--- config.mk ---
export PLATFORM = sky130hd
export DESIGN_NAME = fifo_with_search_and_purge
export DESIGN_NICKNAME = d
export VERILOG_FILES = /design/src/rtl/fwsp_pkg.sv /design/src/rtl/fwsp_mem.sv /design/src/rtl/fwsp_ctrl.sv /design/src/rtl/fifo_with_search_and_purge.sv
export SDC_FILE = /design/constraint.sdc
export NUM_CORES = 1
export LEC_CHECK = 0
export ABC_AREA = 0
export BUFFER_PORTS_ARGS = -buffer_cell sky130_fd_sc_hd__buf_2
export CORE_MARGIN = 10
export CORE_UTILIZATION = 46
export CTS_CLUSTER_SIZE = 28
export DETAILED_ROUTE_END_ITERATION = 7
export PLACE_DENSITY_LB_ADDON = 0.25
export REMOVE_ABC_BUFFERS = 1
export SLEW_MARGIN = 20
export SYNTH_ARGS = -nofsm -noshare
export SYNTH_HDL_FRONTEND = slang
export SYNTH_SLANG_ARGS = --single-unit
--- constraint.sdc ---
create_clock -name clk -period 6.9 [get_ports clk]
set_input_delay 1.725 -clock clk [delete_from_list [all_inputs] [get_ports clk]]
set_output_delay 1.725 -clock clk [all_outputs]
set_load 0.02 [all_outputs]
--- src/rtl/fwsp_pkg.sv ---
`timescale 1ns / 1ps
// ----------------------------------------------------------------------------
// fwsp_pkg
// Shared operation codes, status codes and the result record of the queue.
// ----------------------------------------------------------------------------
package fwsp_pkg;

  localparam int VALUE_W = 32;
  localparam int COUNT_W = 5;

  // operation codes carried on in_mode
  localparam logic [2:0] MODE_PUSH     = 3'd0;
  localparam logic [2:0] MODE_POP      = 3'd1;
  localparam logic [2:0] MODE_PEEK     = 3'd2;
  localparam logic [2:0] MODE_CONTAINS = 3'd3;
  localparam logic [2:0] MODE_COUNT    = 3'd4;
  localparam logic [2:0] MODE_PURGE    = 3'd5;
  localparam logic [2:0] MODE_CLEAR    = 3'd6;

  // status codes
  localparam logic [1:0] ST_OK    = 2'd0;
  localparam logic [1:0] ST_EMPTY = 2'd1;
  localparam logic [1:0] ST_FULL  = 2'd2;

  typedef struct packed {
    logic signed [VALUE_W-1:0] read_value;
    logic                      found;
    logic [COUNT_W-1:0]        match_count;
    logic [COUNT_W-1:0]        occupancy;
    logic [1:0]                status;
  } res_t;

endpackage

--- src/rtl/fwsp_mem.sv ---
`timescale 1ns / 1ps
// ----------------------------------------------------------------------------
// fwsp_mem
// Entry store: one write port, one read port, registered read data.
// ----------------------------------------------------------------------------
module fwsp_mem #(
  parameter int QUEUE_DEPTH = 16,
  parameter int IW          = 4
) (
  input  logic                           clk,
  input  logic                           wr_en,
  input  logic [IW-1:0]                  wr_addr,
  input  logic [fwsp_pkg::VALUE_W-1:0]   wr_data,
  input  logic                           rd_en,
  input  logic [IW-1:0]                  rd_addr,
  output logic [fwsp_pkg::VALUE_W-1:0]   rd_data
);

  logic [fwsp_pkg::VALUE_W-1:0] mem [QUEUE_DEPTH];

  always_ff @(posedge clk) begin
    if (wr_en) begin
      mem[wr_addr] <= wr_data;
    end
  end

  // read data holds until the next read
  always_ff @(posedge clk) begin
    if (rd_en) begin
      rd_data <= mem[rd_addr];
    end
  end

endmodule

--- src/rtl/fwsp_ctrl.sv ---
`timescale 1ns / 1ps
// ----------------------------------------------------------------------------
// fwsp_ctrl
// Queue sequencer: pointers, operation decode and the search/purge walk.
// ----------------------------------------------------------------------------
module fwsp_ctrl #(
  parameter int QUEUE_DEPTH = 16,
  parameter int IW          = 4,
  parameter int CW          = 5
) (
  input  logic                                clk,
  input  logic                                rst_n,
  input  logic                                in_valid,
  output logic                                in_stall,
  input  logic [2:0]                          in_mode,
  input  logic signed [fwsp_pkg::VALUE_W-1:0] in_value,
  output logic                                res_vld,
  output fwsp_pkg::res_t                      res,
  input  logic                                res_take,
  output logic                                wr_en,
  output logic [IW-1:0]                       wr_addr,
  output logic [fwsp_pkg::VALUE_W-1:0]        wr_data,
  output logic                                rd_en,
  output logic [IW-1:0]                       rd_addr,
  input  logic [fwsp_pkg::VALUE_W-1:0]        rd_data
);

  typedef enum logic [2:0] {
    S_IDLE   = 3'b001,
    S_WALK   = 3'b010,
    S_FINISH = 3'b100
  } state_t;

  state_t                        state_r, state_nxt;
  logic [IW-1:0]                 front_r, front_nxt;
  logic [CW-1:0]                 count_r, count_nxt;
  logic [2:0]                    mode_r, mode_nxt;
  logic [fwsp_pkg::VALUE_W-1:0]  value_r, value_nxt;
  logic [1:0]                    st_r, st_nxt;
  logic [CW-1:0]                 rd_off_r, rd_off_nxt;
  logic [CW-1:0]                 wr_off_r, wr_off_nxt;
  logic [CW-1:0]                 match_r, match_nxt;
  logic                          found_r, found_nxt;
  logic                          hit;
  logic [CW+fwsp_pkg::COUNT_W-1:0] match_ext, count_ext;

  // front + offset modulo depth; both operands stay below the depth
  function automatic logic [IW-1:0] wrap(input logic [IW-1:0] base,
                                         input logic [CW-1:0] off);
    logic [CW:0] s;
    s = (CW+1)'(base) + (CW+1)'(off);
    if (s >= (CW+1)'(QUEUE_DEPTH)) s = s - (CW+1)'(QUEUE_DEPTH);
    return s[IW-1:0];
  endfunction

  assign hit      = (rd_data == value_r);
  assign in_stall = (state_r != S_IDLE);

  always_comb begin
    state_nxt  = state_r;
    front_nxt  = front_r;
    count_nxt  = count_r;
    mode_nxt   = mode_r;
    value_nxt  = value_r;
    st_nxt     = st_r;
    rd_off_nxt = rd_off_r;
    wr_off_nxt = wr_off_r;
    match_nxt  = match_r;
    found_nxt  = found_r;
    wr_en      = 1'b0;
    wr_addr    = '0;
    wr_data    = '0;
    rd_en      = 1'b0;
    rd_addr    = '0;
    res_vld    = 1'b0;
    unique case (state_r)
      S_IDLE: begin
        if (in_valid) begin
          mode_nxt   = in_mode;
          value_nxt  = in_value;
          st_nxt     = fwsp_pkg::ST_OK;
          rd_off_nxt = '0;
          wr_off_nxt = '0;
          match_nxt  = '0;
          found_nxt  = 1'b0;
          state_nxt  = S_FINISH;
          unique case (in_mode)
            fwsp_pkg::MODE_PUSH: begin
              if (count_r == CW'(QUEUE_DEPTH)) begin
                st_nxt = fwsp_pkg::ST_FULL;
              end else begin
                wr_en     = 1'b1;
                wr_addr   = wrap(front_r, count_r);
                wr_data   = in_value;
                count_nxt = count_r + CW'(1);
              end
            end
            fwsp_pkg::MODE_POP, fwsp_pkg::MODE_PEEK: begin
              if (count_r == '0) begin
                st_nxt = fwsp_pkg::ST_EMPTY;
              end else begin
                rd_en   = 1'b1;
                rd_addr = front_r;
                if (in_mode == fwsp_pkg::MODE_POP) begin
                  front_nxt = wrap(front_r, CW'(1));
                  count_nxt = count_r - CW'(1);
                end
              end
            end
            fwsp_pkg::MODE_CONTAINS, fwsp_pkg::MODE_COUNT, fwsp_pkg::MODE_PURGE: begin
              if (count_r != '0) begin
                rd_en      = 1'b1;
                rd_addr    = front_r;
                rd_off_nxt = CW'(1);
                state_nxt  = S_WALK;
              end
            end
            fwsp_pkg::MODE_CLEAR: begin
              count_nxt = '0;
              front_nxt = '0;
            end
            default: ;
          endcase
        end
      end
      S_WALK: begin
        // entry read last cycle is checked now; survivors of a purge are
        // packed toward the front, always behind the read offset
        if (hit) begin
          match_nxt = match_r + CW'(1);
          found_nxt = 1'b1;
        end else if (mode_r == fwsp_pkg::MODE_PURGE) begin
          wr_en      = 1'b1;
          wr_addr    = wrap(front_r, wr_off_r);
          wr_data    = rd_data;
          wr_off_nxt = wr_off_r + CW'(1);
        end
        if (rd_off_r != count_r) begin
          rd_en      = 1'b1;
          rd_addr    = wrap(front_r, rd_off_r);
          rd_off_nxt = rd_off_r + CW'(1);
        end else begin
          state_nxt = S_FINISH;
          if (mode_r == fwsp_pkg::MODE_PURGE) begin
            count_nxt = wr_off_nxt;
          end
        end
      end
      S_FINISH: begin
        res_vld = 1'b1;
        if (res_take) begin
          state_nxt = S_IDLE;
        end
      end
      default: state_nxt = S_IDLE;
    endcase
  end

  assign match_ext = {{fwsp_pkg::COUNT_W{1'b0}}, match_r};
  assign count_ext = {{fwsp_pkg::COUNT_W{1'b0}}, count_r};

  always_comb begin
    res            = '0;
    res.status     = st_r;
    res.occupancy  = count_ext[fwsp_pkg::COUNT_W-1:0];
    if ((mode_r == fwsp_pkg::MODE_POP || mode_r == fwsp_pkg::MODE_PEEK) &&
        st_r == fwsp_pkg::ST_OK) begin
      res.read_value = rd_data;
    end
    if (mode_r == fwsp_pkg::MODE_CONTAINS) begin
      res.found = found_r;
    end
    if (mode_r == fwsp_pkg::MODE_COUNT || mode_r == fwsp_pkg::MODE_PURGE) begin
      res.match_count = match_ext[fwsp_pkg::COUNT_W-1:0];
    end
  end

  always_ff @(posedge clk) begin
    if (!rst_n) begin
      state_r <= S_IDLE;
      front_r <= '0;
      count_r <= '0;
    end else begin
      state_r <= state_nxt;
      front_r <= front_nxt;
      count_r <= count_nxt;
    end
  end

  always_ff @(posedge clk) begin
    mode_r   <= mode_nxt;
    value_r  <= value_nxt;
    st_r     <= st_nxt;
    rd_off_r <= rd_off_nxt;
    wr_off_r <= wr_off_nxt;
    match_r  <= match_nxt;
    found_r  <= found_nxt;
  end

  // occupancy never passes the depth
  a_count_bound: assert property (@(posedge clk) disable iff (!rst_n)
    count_r <= CW'(QUEUE_DEPTH))
    else $error("occupancy above depth");

  // purge writer never overtakes the reader
  a_wr_behind_rd: assert property (@(posedge clk) disable iff (!rst_n)
    (state_r == S_WALK) |-> (wr_off_r < rd_off_r))
    else $error("purge write offset ahead of read offset");

  // no same-entry read and write in one cycle
  a_no_overlap: assert property (@(posedge clk) disable iff (!rst_n)
    (wr_en && rd_en) |-> (wr_addr != rd_addr))
    else $error("read and write hit the same entry");

  // a taken result returns the sequencer to idle
  a_finish_idle: assert property (@(posedge clk) disable iff (!rst_n)
    (res_vld && res_take) |=> (state_r == S_IDLE))
    else $error("sequencer did not return to idle");

endmodule

--- src/rtl/fifo_with_search_and_purge.sv ---
`timescale 1ns / 1ps
// Result path: the request is registered in the sequencer state, then the
// result loads into the output register. A stalled output holds the result
// in S_FINISH, and in_stall keeps new items out until the result is taken.
// Contains, count and purge walk the store one entry per cycle through its
// single read port before S_FINISH.
// Reset (rst_n low, synchronous): queue empty, front at entry 0, no result.
// ----------------------------------------------------------------------------
// fifo_with_search_and_purge
// Bounded FIFO of signed 32-bit values with membership search, match count,
// order-preserving purge and clear. The entry store is not cleared; only
// occupied entries are ever read.
// ----------------------------------------------------------------------------
module fifo_with_search_and_purge #(
  parameter int QUEUE_DEPTH = 16
) (
  input  logic                                clk,
  input  logic                                rst_n,
  input  logic                                in_valid,
  output logic                                in_stall,
  input  logic [2:0]                          in_mode,
  input  logic signed [fwsp_pkg::VALUE_W-1:0] in_value,
  output logic                                out_valid,
  input  logic                                out_stall,
  output logic signed [fwsp_pkg::VALUE_W-1:0] out_read_value,
  output logic                                out_found,
  output logic [fwsp_pkg::COUNT_W-1:0]        out_match_count,
  output logic [fwsp_pkg::COUNT_W-1:0]        out_occupancy,
  output logic [1:0]                          out_status
);

  // store index width and a count width that can hold the depth itself
  localparam int IW = $clog2(QUEUE_DEPTH);
  localparam int CW = $clog2(QUEUE_DEPTH + 1);

  logic                          res_vld;
  logic                          res_take;
  fwsp_pkg::res_t                res;
  logic                          wr_en;
  logic [IW-1:0]                 wr_addr;
  logic [fwsp_pkg::VALUE_W-1:0]  wr_data;
  logic                          rd_en;
  logic [IW-1:0]                 rd_addr;
  logic [fwsp_pkg::VALUE_W-1:0]  rd_data;

  // output register: holds the last result until its transfer
  logic                          out_valid_r, out_valid_nxt;
  fwsp_pkg::res_t                out_r, out_nxt;

  fwsp_ctrl #(
    .QUEUE_DEPTH (QUEUE_DEPTH),
    .IW          (IW),
    .CW          (CW)
  ) u_ctrl (
    .clk      (clk),
    .rst_n    (rst_n),
    .in_valid (in_valid),
    .in_stall (in_stall),
    .in_mode  (in_mode),
    .in_value (in_value),
    .res_vld  (res_vld),
    .res      (res),
    .res_take (res_take),
    .wr_en    (wr_en),
    .wr_addr  (wr_addr),
    .wr_data  (wr_data),
    .rd_en    (rd_en),
    .rd_addr  (rd_addr),
    .rd_data  (rd_data)
  );

  fwsp_mem #(
    .QUEUE_DEPTH (QUEUE_DEPTH),
    .IW          (IW)
  ) u_mem (
    .clk     (clk),
    .wr_en   (wr_en),
    .wr_addr (wr_addr),
    .wr_data (wr_data),
    .rd_en   (rd_en),
    .rd_addr (rd_addr),
    .rd_data (rd_data)
  );

  // a new result may load when the register is empty or is being drained
  assign res_take = !out_valid_r || !out_stall;

  always_comb begin
    out_valid_nxt = out_valid_r;
    out_nxt       = out_r;
    if (res_vld && res_take) begin
      out_valid_nxt = 1'b1;
      out_nxt       = res;
    end else if (!out_stall) begin
      out_valid_nxt = 1'b0;
    end
  end

  always_ff @(posedge clk) begin
    if (!rst_n) begin
      out_valid_r <= 1'b0;
    end else begin
      out_valid_r <= out_valid_nxt;
    end
  end

  always_ff @(posedge clk) begin
    out_r <= out_nxt;
  end

  assign out_valid       = out_valid_r;
  assign out_read_value  = out_r.read_value;
  assign out_found       = out_r.found;
  assign out_match_count = out_r.match_count;
  assign out_occupancy   = out_r.occupancy;
  assign out_status      = out_r.status;

endmodule
Yosys cells after proc, flatten, opt, wreduce, memory -nomap -nowiden
Memory sizes are Yosys's and may differ from the RTL's. A register that Yosys moved wholly into a read port is not among the register bits. Index checks and enable logic that the tools add are counted.

Mux-type cells: 73. Eq/ne operators: 31. Magnitude comparators: 4. Reduce and logical (&&, ||, !) cells: 22. $add $sub $neg: 13.

Operator list (count): $mux W32 (5); $mux W5 (13); $pmux W32 S2 (1); $mux W4 (15); $pmux W5 S2 (4); $eq A32 B32 Y1 (1); $pmux W4 S2 (4); $add A5 B1 Y5 const B (4); $add A4 B5 Y6 (3); $eq A3 B3 Y1 const B (6); $ge A6 B5 Y1 const B (3); $mux W1 (18); $sub A4 B1 Y4 const B (4); $eq A3 B2 Y1 const B (5); $mux W3 (5); $pmux W5 S3 (1); $ne A2 B1 Y1 const B (5); $eq A3 B1 Y1 const B (3); $pmux W3 S3 (1); $reduce_and A3 Y1 (3); $ne A2 B2 Y1 const B (4); $pmux W1 S2 (4); $reduce_and A8 Y1 (1); $ne A3 B3 Y1 const B (2); other kinds (22) (28).

Memories: 1. Output and inout bits: 47. Bits in registers: 111. Logic and storage cells: 160. Memory bits (writable): 512. Bits of input ports: 39.

Memory list: u_mem.mem (depth 16, bits a word 32, read ports 1, clocked after memory_dff 1, write ports 1, line fwsp_mem.sv:19) `logic [fwsp_pkg::VALUE_W-1:0] mem [QUEUE_DEPTH];`.

Longest topological paths before layout
Depth in word-level cells: 7. Gate-level depth with buffers: 12.

Cells and area by module
Synthesis repeated with hierarchy kept, for this count alone.

Cells, all modules: 1293. Area total of the unflattened synthesis: 25887.3 sq um.

Modules (own cells, without submodules): fwsp_mem (cells an instance 838, times used 1, area each 20155.6 sq um); fwsp_ctrl (cells an instance 405, times used 1, area each 4339.2 sq um); fifo_with_search_and_purge (cells an instance 50, times used 1, area each 1392.6 sq um).

Worst setup path before layout
No wires, ideal clock.

Path type: input -> register. Start point: in in_mode[1]. End point: mem u_mem.mem[1][0] (netlist bit) (enable). Cell stages on the path: 8. Path slack: 719 ps. Library setup time: 468 ps. Data arrival time: 5713 ps. Path buffers: 2. Required time: 6432 ps. Cell sequence: clkbuf_1 or3_1 nor3b_1 clkbuf_1 nand2_1 nor2_1 a31oi_1 nor3b_1.

Cells in the longest elaborated chain, start to end: 6. Elaborated cells between the ends (all ways): 9. Those cells by class: mux: 8; reduce/logical: 1.

RTL lines: start: declaration (line fifo_with_search_and_purge.sv:21) `input logic [2:0] in_mode,`; $logic_not A3 Y1 * (line fwsp_ctrl.sv:87) `unique case (in_mode)`; $mux W1 (line fwsp_ctrl.sv:87); $mux W1 (line fwsp_ctrl.sv:78) `if (in_valid) begin`; $pmux W1 S2 (line fwsp_ctrl.sv:76) `unique case (state_r)`; $mux W1 (line fwsp_mem.sv:22) `if (wr_en) begin`; $mux W1 (not written as such) (line fwsp_mem.sv:23) `mem[wr_addr] <= wr_data;`; end: declaration (line fwsp_mem.sv:19).

Every way passes the cells marked *; elsewhere a longest branch is shown, timed or not.

Worst setup path after layout
Start point: in in_mode[1]. End point: reg u_mem.rd_data[28] (netlist bit) (read register of u_mem.mem), data pin.

Cells in the longest elaborated chain, start to end: 5. Elaborated cells between the ends (all ways): 13. Those cells by class: eq/ne: 5; mux: 6; reduce/logical: 2.

RTL lines: $eq A3 B2 Y1, or another cell as far along (line fwsp_ctrl.sv:87); $reduce_or A3 Y1 / $reduce_or A2 Y1 (equally long branches) (line fwsp_ctrl.sv:87); $pmux W4 S2 / $pmux W1 S2 (equally long branches) (line fwsp_ctrl.sv:87); $mux W4 / $mux W1 (equally long branches) (line fwsp_ctrl.sv:78); $pmux W4 S2 / $pmux W1 S2 (equally long branches) (line fwsp_ctrl.sv:76); end: declaration (line fwsp_mem.sv:16) `output logic [fwsp_pkg::VALUE_W-1:0] rd_data`.

Parallel ways exist; a longest one is shown, timed or not. A chain may end at the register's enable or synchronous reset.

==> key figures <==
Power and ir drop
  – P_leak: 10.1 nW
  – PD cells: 293 nW/um^2
  – Maximum VDD drop: 235 uV
  – Clock share of power: 40.4%
  – Sw frac: 23.7%
  – Power, Total: 9.07 mW
  – Net Switching: 2.15 mW
  – Pint: 6.92 mW
  – Logic gate share of total power: 8.2%
  – Sequential power share: 51.4%

STA
  – RSZ-0062 raised after global routing: no
  – Post-route worst setup slack: 2.23 ns
  – Hold WS: 0.488 ns
  – Worst-Margin Slew: 1.05 ns
  – Setup violators final: 0
  – Slew HR: 28.6%
  – Clock skew: 0.0360 ns
  – Max Clock Freq: 214 MHz
  – Post-route clock period utilization: 67.7%
  – Setup TNS: 0 ns
  – Final Hold Vio Count: 0
  – Fin crit period: 4.67 ns
  – Slew Limit Fails: 0

Synth
  – Main synth FF type: edfxtp_1
  – Asr flop ratio synth: 0%
  – Top cells by area, synth: edfxtp_1, and3_1, a211oi_1
  – Post-synth top cells: edfxtp_1, and3_1, a211oi_1
  – Post-synth EDFFs: 642
  – Synth area leader: edfxtp_1
  – Synth Area per Inst: 15.6 um^2
  – Synthesized area: 27,200 um^2
  – Sequential fraction of the synthesis area: 71.8%
  – Synthesized flop and latch total: 655
  – Gate Count Post-Synth: 1,742
  – Post-synth cell types: 63
  – Most common cell in the netlist: edfxtp_1
  – YS warnings: 0
  – Synth top area share: 70.9%

Global route
  – First-pass GRT wire length: 107 mm
  – Largest net degree at the start of global routing: 124
  – Number of global-route vias before repair: 16,300
  – GRT Residual Overflow: 0
  – GRT Resource Usage Total: 20.2%
  – Initial antenna violation count: 3

Placement
  – Post-DP HPWL: 38.6 mm
  – Pre-CTS setup slack: 1.60 ns
  – PortBufs: 85
  – GPL Wtd Cong: 0.818

Setup path
  – CP required: 7.27 ns
  – Crit Path Class: in2reg
  – Crit. End Element: flop
  – CP Launch Type: primary input
  – Arr. time, crit path: 5.03 ns
  – Max FO, Critical Path: 44

Final layout
  – Final nets: 1,889
  – Multi-input gate area: 7290 um^2
  – Fin util: 52.7%
  – Antenna diode count: 0
  – Fillers: 4,781
  – Layout cells sized above 1: 17.0%
  – Seq. cell area: 19,500 um^2
  – Synth-to-layout area growth: 13.8%

Detailed routing
  – # DRC: 0
  – Post-route antenna net violation count: 0
  – Drt via density: 6.12
  – Routed length per instance: 27.2 um
  – Vias post-DR: 16,200
  – DR pass1 iterations: 5
  – Starting DRT DRC Count: 1,893
  – Post-Route WL: 72.2 mm

Clock tree
  – Post-CTS setup buffer count: 0
  – Post-cts sizing count: 0
  – CTS tree: built
  – Post-CTS Hold Fix Bufs: 0
  – Clock Latency Late Sink: 0.62 ns
  – Clock Sinks: 655
  – Worst-path clk slew: 0.06 ns
  – CTS Buffer Depth: 3
  – H-tree depth: 3
  – Root buf cell: clkbuf_16
  – Cts bufs inserted: 70

Hold path
  – Hold Path Class: reg2reg

Floorplan
  – Die H: 263 um
  – Initial Utilization: 46.3%
  – Top-Level Pins: 86
  – Die Wd: 263 um
  – Core area: 58,800 um^2
  – Die ar.: 69,300 um^2
  – Core Rows: 89

Run
  – Max cap viols: 0

Status
  – Status: completed
## kinds of logic (layout without fill, tap and decap cells)
kind of cell	Yosys count	after routing	synth area share (%)
DFF	655	655	71.8
and+or+nand+nor	401	401	8.63
AOI/OAI and AO/OA	383	383	11.0
buffers and inverters	137	273	2.16
muxes	83	83	3.26
xor gates and xnor gates	63	63	2.03
adders and majority gates	20	20	1.03
## sequential cells by signal, summed over array words and instances, names as in the netlist
name and cells:
out_status 2, out_found 1, u_ctrl.rd_off_r 5, u_ctrl.st_r 2, u_ctrl.count_r 5, u_ctrl.mode_r 3
u_ctrl.front_r 4, out_read_value 32, u_ctrl.value_r 32, u_ctrl.found_r 1, u_ctrl.match_r 5, out_match_count 5
u_ctrl.state_r 3, out_occupancy 5, out_valid 1, u_mem.rd_data 32, u_mem.mem 512, u_ctrl.wr_off_r 5
## metal layers
| metal | global-route usage (%) | share of wire, % | up-vias |
|---|---|---|---|
| li1 | - | - | 7099 |
| met1 | 27.8 | 43 | 8323 |
| met2 | 31.6 | 46 | 671 |
| met3 | 4.20 | 7.7 | 128 |
| met4 | 6.83 | 2.9 | 2 |
| met5 | 0 | 0.011 | - |
## path summary, 6_finish.rpt
path,from,endpoint,slack [ns],cells past startpoint
max,in_mode[1],u_mem.rd_data[28]$_DFFE_PP_,2.23,9
min,u_ctrl.st_r[0]$_DFFE_PP_,out_status[0]$_DFFE_PP_,0.49,0
max reg2reg,u_ctrl.state_r[1]$_SDFFE_PN0P_,u_mem.mem[8][8]$_DFFE_PP_,2.46,9
min reg2reg,u_ctrl.st_r[0]$_DFFE_PP_,out_status[0]$_DFFE_PP_,0.49,0
## placed cells by master (no fill, tap or decap), types with 36 or more instances in the layout
master and n:
a21o_1 43, a211oi_1 105, mux2i_1 36, buf_2 85, nor3b_1 53, buf_4 47, edfxtp_1 642, and2_1 44
and3_1 145, a21oi_1 46, clkbuf_16 71, nand2_1 50, xnor2_1 51, a22o_1 39
## area by class of cell
cell class / instances / share of cell area, %
well taps: 773 / 3.12
flip-flops and latches: 655 / 63.1
repair buffers: 137 / 2.84
multi-input cells: 950 / 23.5
clock inverters: 32 / 1.22
inverters: 16 / 0.210
clock buffers: 88 / 5.95
## worst max-delay path, stage by stage
cell      delay, ns
buf_2          0.15
or3_1          0.42
o2111a_2       0.24
and2_1         0.29
nor2_8         0.76
buf_4          0.49
mux2_2         0.39
o221a_2        0.26
a2111o_1       0.28
## stage by stage
step	area (um^2)	cells
after floorplan	26700	1621
after global placement	28700	2531
after detailed placement	28700	2531
after CTS	31000	2651
after global routing	31000	2651
final	31000	2651
## power by group through the flow
stage	Sequential [mW]	Clock (mW)	Combinational (mW)
after floorplan	4.73	0	0.436
after global placement	4.74	0	0.729
after detailed placement	4.75	0	0.741
after CTS	4.66	3.71	0.746
after global routing	4.68	3.88	0.805
final	4.66	3.66	0.743
(Power assumes the default switching activity.)
